### src/rtl/sqosc_pkg.sv
// Shared types and constants for the pulse oscillator with linear envelope.
`default_nettype none
package sqosc_pkg;

   // fixed field widths
   localparam int PER_W = 13;   // period and rise registers
   localparam int VOL_W = 15;   // volume and gain
   localparam int LEN_W = 24;   // duration, attack, release, note position
   localparam int CSR_IDX_W = 3;
   localparam int CSR_DATA_W = LEN_W;
   localparam int PROD_W = VOL_W + LEN_W;
   localparam int STEP_W = $clog2(VOL_W + 1);

   // register indexes
   localparam logic [CSR_IDX_W-1:0] CSR_PERIOD  = 3'd0;
   localparam logic [CSR_IDX_W-1:0] CSR_RISE    = 3'd1;
   localparam logic [CSR_IDX_W-1:0] CSR_VOLUME  = 3'd2;
   localparam logic [CSR_IDX_W-1:0] CSR_DUR     = 3'd3;
   localparam logic [CSR_IDX_W-1:0] CSR_ATTACK  = 3'd4;
   localparam logic [CSR_IDX_W-1:0] CSR_RELEASE = 3'd5;

   // register reset values
   localparam logic [PER_W-1:0] PERIOD_RST = 13'd100;
   localparam logic [PER_W-1:0] RISE_RST   = 13'd50;
   localparam logic [LEN_W-1:0] DUR_RST    = 24'd1;

   typedef enum logic [1:0] {
      ST_IDLE,
      ST_MUL,
      ST_DIV,
      ST_WRITE
   } state_type;

   typedef enum logic [1:0] {
      GM_ZERO,
      GM_FULL,
      GM_ATTACK,
      GM_RELEASE
   } gain_mode_type;

   typedef struct packed {
      logic busy;
      logic done;
   } div_status_type;

endpackage
`default_nettype wire

### src/rtl/sqosc_div.sv
// Serial restoring divider, one quotient bit per cycle, quotient known to fit VOL_W bits.
`default_nettype none
module sqosc_div (
   input  wire logic                         clock,
   input  wire logic                         reset,
   input  wire logic                         start,
   input  wire logic [sqosc_pkg::PROD_W-1:0] dividend,
   input  wire logic [sqosc_pkg::LEN_W-1:0]  divisor,
   output      logic [sqosc_pkg::VOL_W-1:0]  quotient,
   output      sqosc_pkg::div_status_type    status
);
   import sqosc_pkg::*;

   logic [PROD_W-1:0] acc_ff, acc_in;       // {remainder, dividend bits / quotient bits}
   logic [LEN_W-1:0]  den_ff, den_in;
   logic [STEP_W-1:0] cnt_ff, cnt_in;
   logic              busy_ff, busy_in;
   logic              done_ff, done_in;

   logic [LEN_W+1:0]  diff;
   logic              ge;

   // trial subtract of the divisor from the remainder with the next bit shifted in
   assign diff = {1'b0, acc_ff[PROD_W-1:VOL_W-1]} - {2'b00, den_ff};
   assign ge   = ~diff[LEN_W+1];

   always_comb begin
      acc_in  = acc_ff;
      den_in  = den_ff;
      cnt_in  = cnt_ff;
      busy_in = busy_ff;
      done_in = 1'b0;
      if (start) begin
         acc_in  = dividend;
         den_in  = divisor;
         cnt_in  = STEP_W'(VOL_W);
         busy_in = 1'b1;
      end else if (busy_ff) begin
         acc_in = {(ge ? diff[LEN_W-1:0] : acc_ff[PROD_W-2:VOL_W-1]),
                   acc_ff[VOL_W-2:0], ge};
         cnt_in = cnt_ff - STEP_W'(1);
         if (cnt_ff == STEP_W'(1)) begin
            busy_in = 1'b0;
            done_in = 1'b1;
         end
      end
   end

   always_ff @(posedge clock) begin
      acc_ff <= acc_in;
      den_ff <= den_in;
      if (reset) begin
         cnt_ff  <= '0;
         busy_ff <= 1'b0;
         done_ff <= 1'b0;
      end else begin
         cnt_ff  <= cnt_in;
         busy_ff <= busy_in;
         done_ff <= done_in;
      end
   end

   assign quotient    = acc_ff[VOL_W-1:0];
   assign status.busy = busy_ff;
   assign status.done = done_ff;

endmodule
`default_nettype wire

### src/rtl/square_oscillator_linear_envelope.sv
// Pulse-wave note oscillator with linear attack/release envelope, mixed into a sample stream.
//
// req_ carries one existing mix sample per word; rsp_ returns the sample with the
// enveloped pulse added (wrapped to SAMPLE_WIDTH bits) and tlast on the note's final
// sample, after which the phase and note position restart.
// csr_ writes the six note registers by index: period, rise, volume, duration, attack,
// release. The user writes only with no word in flight; the block does not enforce it.
// One word is worked on at a time; req_tready is high only when the sequencer is idle.
// A word needing no division (pulse low, or full volume) goes from idle straight to
// the write step; during attack or release it first passes the multiply and divide
// steps, which use one 39 x 24 bit serial divider producing one quotient bit per cycle
// (15 steps) on the 15 x 24 product, which the divider registers as it starts.
// The result sits in an output register, so the next word is accepted while it waits;
// if the receiver stalls, that next word finishes its arithmetic and then waits until
// the output register is taken.
// Synchronous reset clears the counters, returns the registers to their defaults
// (period 100, rise 50, volume 0, duration 1, attack and release off) and empties
// the output register.
`default_nettype none
module square_oscillator_linear_envelope #(
   parameter int MAX_PERIOD   = 4096,
   parameter int SAMPLE_WIDTH = 16
) (
   input  wire logic                                   clock,
   input  wire logic                                   reset,
   input  wire logic                                   req_tvalid,
   output      logic                                   req_tready,
   input  wire logic [((SAMPLE_WIDTH+7)/8)*8-1:0]      req_tdata,  // mix_in
   output      logic                                   rsp_tvalid,
   input  wire logic                                   rsp_tready,
   output      logic [((SAMPLE_WIDTH+7)/8)*8-1:0]      rsp_tdata,  // mix_out
   output      logic                                   rsp_tlast,  // last
   input  wire logic                                   csr_we,
   input  wire logic [sqosc_pkg::CSR_IDX_W-1:0]        csr_index,
   input  wire logic [sqosc_pkg::CSR_DATA_W-1:0]       csr_wdata
);
   import sqosc_pkg::*;

   localparam int TDW = ((SAMPLE_WIDTH + 7) / 8) * 8;
   localparam int PW  = $clog2(MAX_PERIOD);
   localparam int CW  = (PW + 1 > PER_W) ? PW + 1 : PER_W;
   localparam int GW  = (SAMPLE_WIDTH > VOL_W) ? SAMPLE_WIDTH : VOL_W;

   // note registers
   logic [PER_W-1:0] period_ff, rise_ff;
   logic [VOL_W-1:0] volume_ff;
   logic [LEN_W-1:0] dur_ff, attack_ff, release_ff;

   // running state
   state_type         state_ff, state_in;
   logic [PW-1:0]     phase_ff, phase_in;
   logic [LEN_W-1:0]  index_ff, index_in;
   gain_mode_type     mode_ff, mode_in;
   logic [LEN_W-1:0]  num_ff, num_in;
   logic [LEN_W-1:0]  den_ff, den_in;
   logic              fin_ff, fin_in;
   logic [SAMPLE_WIDTH-1:0] mix_ff, mix_in;
   logic [VOL_W-1:0]  gain_ff, gain_in;

   // output register
   logic                    rsp_valid_ff, rsp_valid_in;
   logic [SAMPLE_WIDTH-1:0] rsp_data_ff, rsp_data_in;
   logic                    rsp_last_ff, rsp_last_in;

   // divider
   logic                 div_start;
   logic [PROD_W-1:0]    product;
   logic [VOL_W-1:0]     quotient;
   div_status_type       div_st;

   // per-word decode
   logic              accept;
   logic [CW-1:0]     per_eff;
   logic [LEN_W-1:0]  dur_eff;
   logic              fin;
   logic [LEN_W-1:0]  i_eff;
   logic              pulse_on;
   logic [CW-1:0]     phase_inc;
   logic              out_free;
   logic [GW-1:0]     sum_wide;

   always_ff @(posedge clock) begin
      if (reset) begin
         period_ff  <= PERIOD_RST;
         rise_ff    <= RISE_RST;
         volume_ff  <= '0;
         dur_ff     <= DUR_RST;
         attack_ff  <= '0;
         release_ff <= '0;
      end else if (csr_we) begin
         case (csr_index)
            CSR_PERIOD:  period_ff  <= csr_wdata[PER_W-1:0];
            CSR_RISE:    rise_ff    <= csr_wdata[PER_W-1:0];
            CSR_VOLUME:  volume_ff  <= csr_wdata[VOL_W-1:0];
            CSR_DUR:     dur_ff     <= csr_wdata[LEN_W-1:0];
            CSR_ATTACK:  attack_ff  <= csr_wdata[LEN_W-1:0];
            CSR_RELEASE: release_ff <= csr_wdata[LEN_W-1:0];
            default: ;
         endcase
      end
   end

   assign accept = req_tvalid && req_tready;

   // period clamped to 1..MAX_PERIOD, duration forced to at least 1
   always_comb begin
      per_eff = CW'(period_ff);
      if (period_ff == '0) per_eff = CW'(1);
      else if (CW'(period_ff) > CW'(MAX_PERIOD)) per_eff = CW'(MAX_PERIOD);
      dur_eff = (dur_ff == '0) ? LEN_W'(1) : dur_ff;
   end

   assign fin       = ({1'b0, index_ff} + (LEN_W+1)'(1)) >= {1'b0, dur_eff};
   assign i_eff     = fin ? dur_eff - LEN_W'(1) : index_ff;
   assign pulse_on  = CW'(phase_ff) < CW'(rise_ff);
   assign phase_inc = CW'(phase_ff) + CW'(1);
   assign out_free  = !rsp_valid_ff || rsp_tready;

   assign product = PROD_W'(volume_ff) * PROD_W'(num_ff);

   sqosc_div u_div (
      .clock    (clock),
      .reset    (reset),
      .start    (div_start),
      .dividend (product),
      .divisor  (den_ff),
      .quotient (quotient),
      .status   (div_st)
   );

   assign sum_wide = GW'(mix_ff) + GW'(gain_ff);

   always_comb begin
      state_in     = state_ff;
      phase_in     = phase_ff;
      index_in     = index_ff;
      mode_in      = mode_ff;
      num_in       = num_ff;
      den_in       = den_ff;
      fin_in       = fin_ff;
      mix_in       = mix_ff;
      gain_in      = gain_ff;
      rsp_valid_in = rsp_valid_ff && !rsp_tready;
      rsp_data_in  = rsp_data_ff;
      rsp_last_in  = rsp_last_ff;
      req_tready   = 1'b0;
      div_start    = 1'b0;
      case (state_ff)
         ST_IDLE: begin
            req_tready = 1'b1;
            if (req_tvalid) begin
               mix_in = req_tdata[SAMPLE_WIDTH-1:0];
               fin_in = fin;
               if (!pulse_on) begin
                  mode_in = GM_ZERO;
               end else if (i_eff < attack_ff) begin
                  mode_in = GM_ATTACK;
               end else if (release_ff <= dur_eff && i_eff > dur_eff - release_ff) begin
                  mode_in = GM_RELEASE;
               end else begin
                  mode_in = GM_FULL;
               end
               num_in = (mode_in == GM_RELEASE) ? dur_eff - i_eff : i_eff;
               den_in = (mode_in == GM_RELEASE) ? release_ff : attack_ff;
               gain_in = (mode_in == GM_FULL) ? volume_ff : '0;
               state_in = (mode_in == GM_ATTACK || mode_in == GM_RELEASE) ? ST_MUL
                                                                           : ST_WRITE;
               // counters advance as the word is taken
               if (fin) begin
                  index_in = '0;
                  phase_in = '0;
               end else begin
                  index_in = i_eff + LEN_W'(1);
                  phase_in = (phase_inc >= per_eff) ? '0 : phase_inc[PW-1:0];
               end
            end
         end
         ST_MUL: begin
            div_start = 1'b1;
            state_in  = ST_DIV;
         end
         ST_DIV: begin
            if (div_st.done) begin
               gain_in  = quotient;
               state_in = ST_WRITE;
            end
         end
         ST_WRITE: begin
            if (out_free) begin
               rsp_valid_in = 1'b1;
               rsp_data_in  = sum_wide[SAMPLE_WIDTH-1:0];
               rsp_last_in  = fin_ff;
               state_in     = ST_IDLE;
            end
         end
         default: state_in = ST_IDLE;
      endcase
   end

   always_ff @(posedge clock) begin
      mode_ff     <= mode_in;
      num_ff      <= num_in;
      den_ff      <= den_in;
      fin_ff      <= fin_in;
      mix_ff      <= mix_in;
      gain_ff     <= gain_in;
      rsp_data_ff <= rsp_data_in;
      rsp_last_ff <= rsp_last_in;
      if (reset) begin
         state_ff     <= ST_IDLE;
         phase_ff     <= '0;
         index_ff     <= '0;
         rsp_valid_ff <= 1'b0;
      end else begin
         state_ff     <= state_in;
         phase_ff     <= phase_in;
         index_ff     <= index_in;
         rsp_valid_ff <= rsp_valid_in;
      end
   end

   assign rsp_tvalid = rsp_valid_ff;
   assign rsp_tdata  = TDW'(rsp_data_ff);
   assign rsp_tlast  = rsp_last_ff;

   // a new result only ever comes out of the write step
   a_rsp_from_write: assert property (@(posedge clock) disable iff (reset)
      $rose(rsp_valid_ff) |-> $past(state_ff == ST_WRITE))
      else $error("result appeared outside the write step");

   // the divider only runs while the sequencer waits on it
   a_div_owned: assert property (@(posedge clock) disable iff (reset)
      (div_st.busy || div_st.done) |-> state_ff == ST_DIV)
      else $error("divider active outside the divide step");

   // envelope gain never exceeds the volume
   a_gain_bound: assert property (@(posedge clock) disable iff (reset)
      state_ff == ST_WRITE |-> gain_ff <= volume_ff)
      else $error("envelope gain above volume");

   // a word is only taken with the divider idle
   a_accept_idle: assert property (@(posedge clock) disable iff (reset)
      accept |-> !div_st.busy && state_ff == ST_IDLE)
      else $error("word accepted while busy");

endmodule
`default_nettype wire
### config.mk
export PLATFORM = sky130hd
export DESIGN_NAME = square_oscillator_linear_envelope
export DESIGN_NICKNAME = d
export VERILOG_FILES = /design/src/rtl/sqosc_pkg.sv /design/src/rtl/sqosc_div.sv /design/src/rtl/square_oscillator_linear_envelope.sv
export SDC_FILE = /design/constraint.sdc
export NUM_CORES = 2
export LEC_CHECK = 0
export ABC_AREA = 1
export BUFFER_PORTS_ARGS = -buffer_cell sky130_fd_sc_hd__buf_2
export CORE_AREA = 2 2 338 340
export CTS_BUF_LIST = sky130_fd_sc_hd__clkbuf_4 sky130_fd_sc_hd__clkbuf_8
export DETAILED_ROUTE_END_ITERATION = 8
export DIE_AREA = 0 0 340 342
export GPL_ROUTABILITY_DRIVEN = 0
export SETUP_SLACK_MARGIN = 0.5
export SKIP_LAST_GASP = 1
export SLEW_MARGIN = 20
export SYNTH_ARGS = -nofsm -noshare
export SYNTH_HDL_FRONTEND = slang
export SYNTH_SLANG_ARGS = --single-unit
### constraint.sdc
create_clock -name clock -period 6.1 [get_ports clock]
set_clock_uncertainty 0.2 [all_clocks]
set_input_delay 1.22 -clock clock [delete_from_list [all_inputs] [get_ports clock]]
set_output_delay 1.22 -clock clock [all_outputs]
set_load 0.01 [all_outputs]
==> summary.md <==
| Metric | Value |
|---|---|
| Sequential area share after synthesis | 0.255 |
| Layout cells sized above 1 | 0.237 |
| Final Hold Fails | 0 |
| Max-Cap Viols | 0 |
| Synth cell count leaders | nand2_1, inv_1, a21oi_1 |
| Mapped Area | 31300 sq um |
| Switch Pwr | 7.13 mW |
| Most common flop cell mapped by yosys | edfxtp_1 |
| P&R area growth vs syn | 30.6% |
| Count leader, synth | nand2_1 |
| Grt ovf | 0 |
| Synth Area in XOR/XNOR | 0.0401 |
| Worst slew margin | 0.220 |
| Drt drc | 0 |
| Int Pwr | 8.99 mW |
| Worst-case reg-to-reg path depth | 25 |
| CTS root buffer | clkbuf_8 |
| # hold bufs at CTS | 0 |
| Yosys top cell by area | fa_1 |
| Final Cell Area | 40800 sq um |
| Placeable Area | 113000 sq um |
| CP dominant cell by count | fa_1 |
| Worst Hold Path Cells | 0 |
| CTS clk-pin slew, worst paths | 0.06 ns |
| Buf/Inv on CP | 6 |
| Synth Area in Adders | 0.302 |
| CP top delay family | adder cells |
| Final worst-path cycle share | 1.03 |
| Hold Crit Class | reg2reg |
| DR WL/cell | 16.0 microns |
| Max Freq | 159 MHz |
| Comb pwr share | 0.650 |
| Clock tree buffer depth | 3 |
| Vias in the first global route | 28.1k |
| Hold WS | 0.218 ns |
| Mean post-synth cell area | 7.87 sq um |
| Pwr dens | 395 nW/um^2 |
| Max IR drop VDD | 0.000270 V |
| Total number of H-tree levels | 2 |
| Final setup TNS | -1.08 ns |
| Final WS setup | -0.184 ns |
| Synth area leaders | fa_1, edfxtp_1, ha_1 |
| Status | finished with violations |
| Pleak | 19.8 nW |
| Placed cells | 5743 |
| Post-synthesis mux area share | 0 |
| Crit path kind | reg2reg |
| Worst-Margin Slew | 1.17 ns |
| Largest family of logic cells by synthesized area | adder cells |
| Wire length of the first global-routing pass | 151000 microns |
| Clk sink count | 318 |
| Critical path's largest stage delay | 0.57 ns |
| Port Buffers | 66 |
| Iter 0 DRT Violations | 2066 |
| Largest net degree at the start of global routing | 82 |
| Min Tclk post-route | 6.28 ns |
| EDFF count, synth | 160 |
| Slowest cell on the critical path | fa_1 |
| GR Util All Layers | 0.162 |
| Unrepaired setup endpoints after global routing | yes |
| Crit. path cell count | 25 |
| Worst path required time | 6.32 ns |
| Vias per Instance | 4.64 |
| CTS tree | built |
| Die area | 116000 sq um |
| # IOs | 67 |
| Place WS | -0.408 ns |
| CP max FO | 3 |
| YS warnings | 0 |
| Count of cell types in the netlist | 53 |
| Post-synthesis net count | 4598 |
| DP Area | 36200 sq um |
| Synth Area in Simple Gates | 0.167 |
| Inserted Clock Buffers | 56 |
| Sw frac | 0.442 |
| Initial antenna violation count | 3 |
| Total Power | 16.1 mW |
| Crit path capture type | flop |
| Post-Syn Instances | 3969 |
| Crit path DAT | 6.51 ns |
| Post-synthesis register bit count | 318 |
| Final ANT Viol Nets | 0 |
| Final Instance Count excl. Fillers | 5977 |
| Yosys top cell area share | 0.184 |
| Core Rows | 124 |
| Drt pass-1 iters | 6 |
| Max Transition Viols Final | 0 |
| Final net count | 5044 |
| Post-Route WL | 95500 microns |
| Power share of the clock group | 0.146 |
| Via Count | 27.7k |
| Fill cells | 11.4k |
| Violated checks | negative setup slack |
| Initial core utilization | 0.276 |
| Power share of the sequential group | 0.204 |
| Die Ht | 342 microns |
| FFs w/ async S/R, synth | 0 |
| Die span in x | 340 microns |
| Detailed placement HPWL | 72300 microns |
| Worst-Skew Late Latency | 0.70 ns |
| Startpoint Class | flop |
| Post-synthesis compound-gate area fraction | 0.124 |
| Core Util, Final | 0.361 |
| Final setup fails | 12 |
-- cell usage in the layout, fill, tap and decap left out, drive strengths merged, types with 2 or more instances in the layout --
master,n
nand2,858
inv,756
buf,548
o21ai,328
a21oi,311
ha,293
fa,288
nor2,245
edfxtp,160
dfxtp,158
xor2,108
clkbuf,91
nand3,88
xnor2,35
nand4,32
nor3,32
o211ai,13
nor4,13
a31oi,13
o21bai,11
clkinv,10
a21o,9
a21boi,9
o22ai,8
or2,7
a211oi,6
o21a,5
bufinv,5
o31ai,4
nand3b,3
diode,2
and2,2
o221a,2
a2111oi,2
o2111ai,2
a31o,2
-- final timing paths --
check | end | startpoint | slack (ns)
max | u_div.acc_ff[36] | num_ff[4] | -0.18
min | u_div.den_ff[7] | den_ff[7] | 0.22
max reg2reg | u_div.acc_ff[36] | num_ff[4] | -0.18
min reg2reg | u_div.den_ff[7] | den_ff[7] | 0.22
-- flip-flops by register name, summed over array words and instances (netlist names), 4 cells and up --
| name | count |
|---|---|
| dur_ff | 24 |
| rsp_tdata | 16 |
| num_ff | 24 |
| phase_ff | 12 |
| u_div.den_ff | 24 |
| u_div.cnt_ff | 4 |
| rise_ff | 13 |
| release_ff | 24 |
| gain_ff | 15 |
| u_div.acc_ff | 39 |
| mix_ff | 16 |
| index_ff | 24 |
| den_ff | 24 |
| attack_ff | 24 |
| period_ff | 13 |
| volume_ff | 15 |
-- worst reg2reg max path: cells and delay by family (launching register included) --
| kind | cells | cell delay [ns] |
|---|---|---|
| buf+inv | 6 | 0.61 |
| simple gates | 5 | 0.46 |
| flops | 1 | 0.47 |
| fa+ha+maj | 7 | 3.32 |
| compound gates | 7 | 0.98 |
-- layer usage --
| layer | GRT usage | share of wire | vias to the layer above |
|---|---|---|---|
| li1 | - | - | 13500 |
| met1 | 0.212 | 0.44 | 13300 |
| met2 | 0.271 | 0.47 | 761 |
| met3 | 0.0246 | 0.058 | 190 |
| met4 | 0.0588 | 0.037 | 0 |
| met5 | 0 | 0 | - |
-- cell families after synthesis --
kind of cell | Yosys count
and+or+nand+nor | 1281
DFF | 318
AOI/OAI and AO/OA | 728
adders and majority gates | 581
buffers and inverters | 918
xor gates and xnor gates | 143
-- power by group through the flow --
stage	sequential [mW]	combinational, mW	clock (mW)
detailed placement	3.34	7.89	0
global placement	3.33	7.78	0
floorplan	3.26	5.13	0
finish	3.28	10.5	2.36
global route	3.33	11.4	2.49
CTS	3.28	9.73	2.41
-- layout make-up --
| class | count | area [sq um] | share of cell area |
|---|---|---|---|
| timing repair buffer | 548 | 4920 | 0.121 |
| clock buffer | 91 | 1100 | 0.0270 |
| tap | 1512 | 1890 | 0.0464 |
| clock inverter | 15 | 215 | 0.00527 |
| inverter | 756 | 2850 | 0.0698 |
| multi-input combinational | 2735 | 21800 | 0.535 |
| antenna | 2 | 5.00 | 0.000123 |
| sequential | 318 | 7980 | 0.195 |
-- what timing repair did --
item	in CTS	in global routing
pin swaps	153	89
setup endpoints to repair	90	95
resized for setup	348	198
buffers inserted	92	20
hold endpoints to repair	0	0
cloned	13	1
Power figures use the tool's default switching activity.
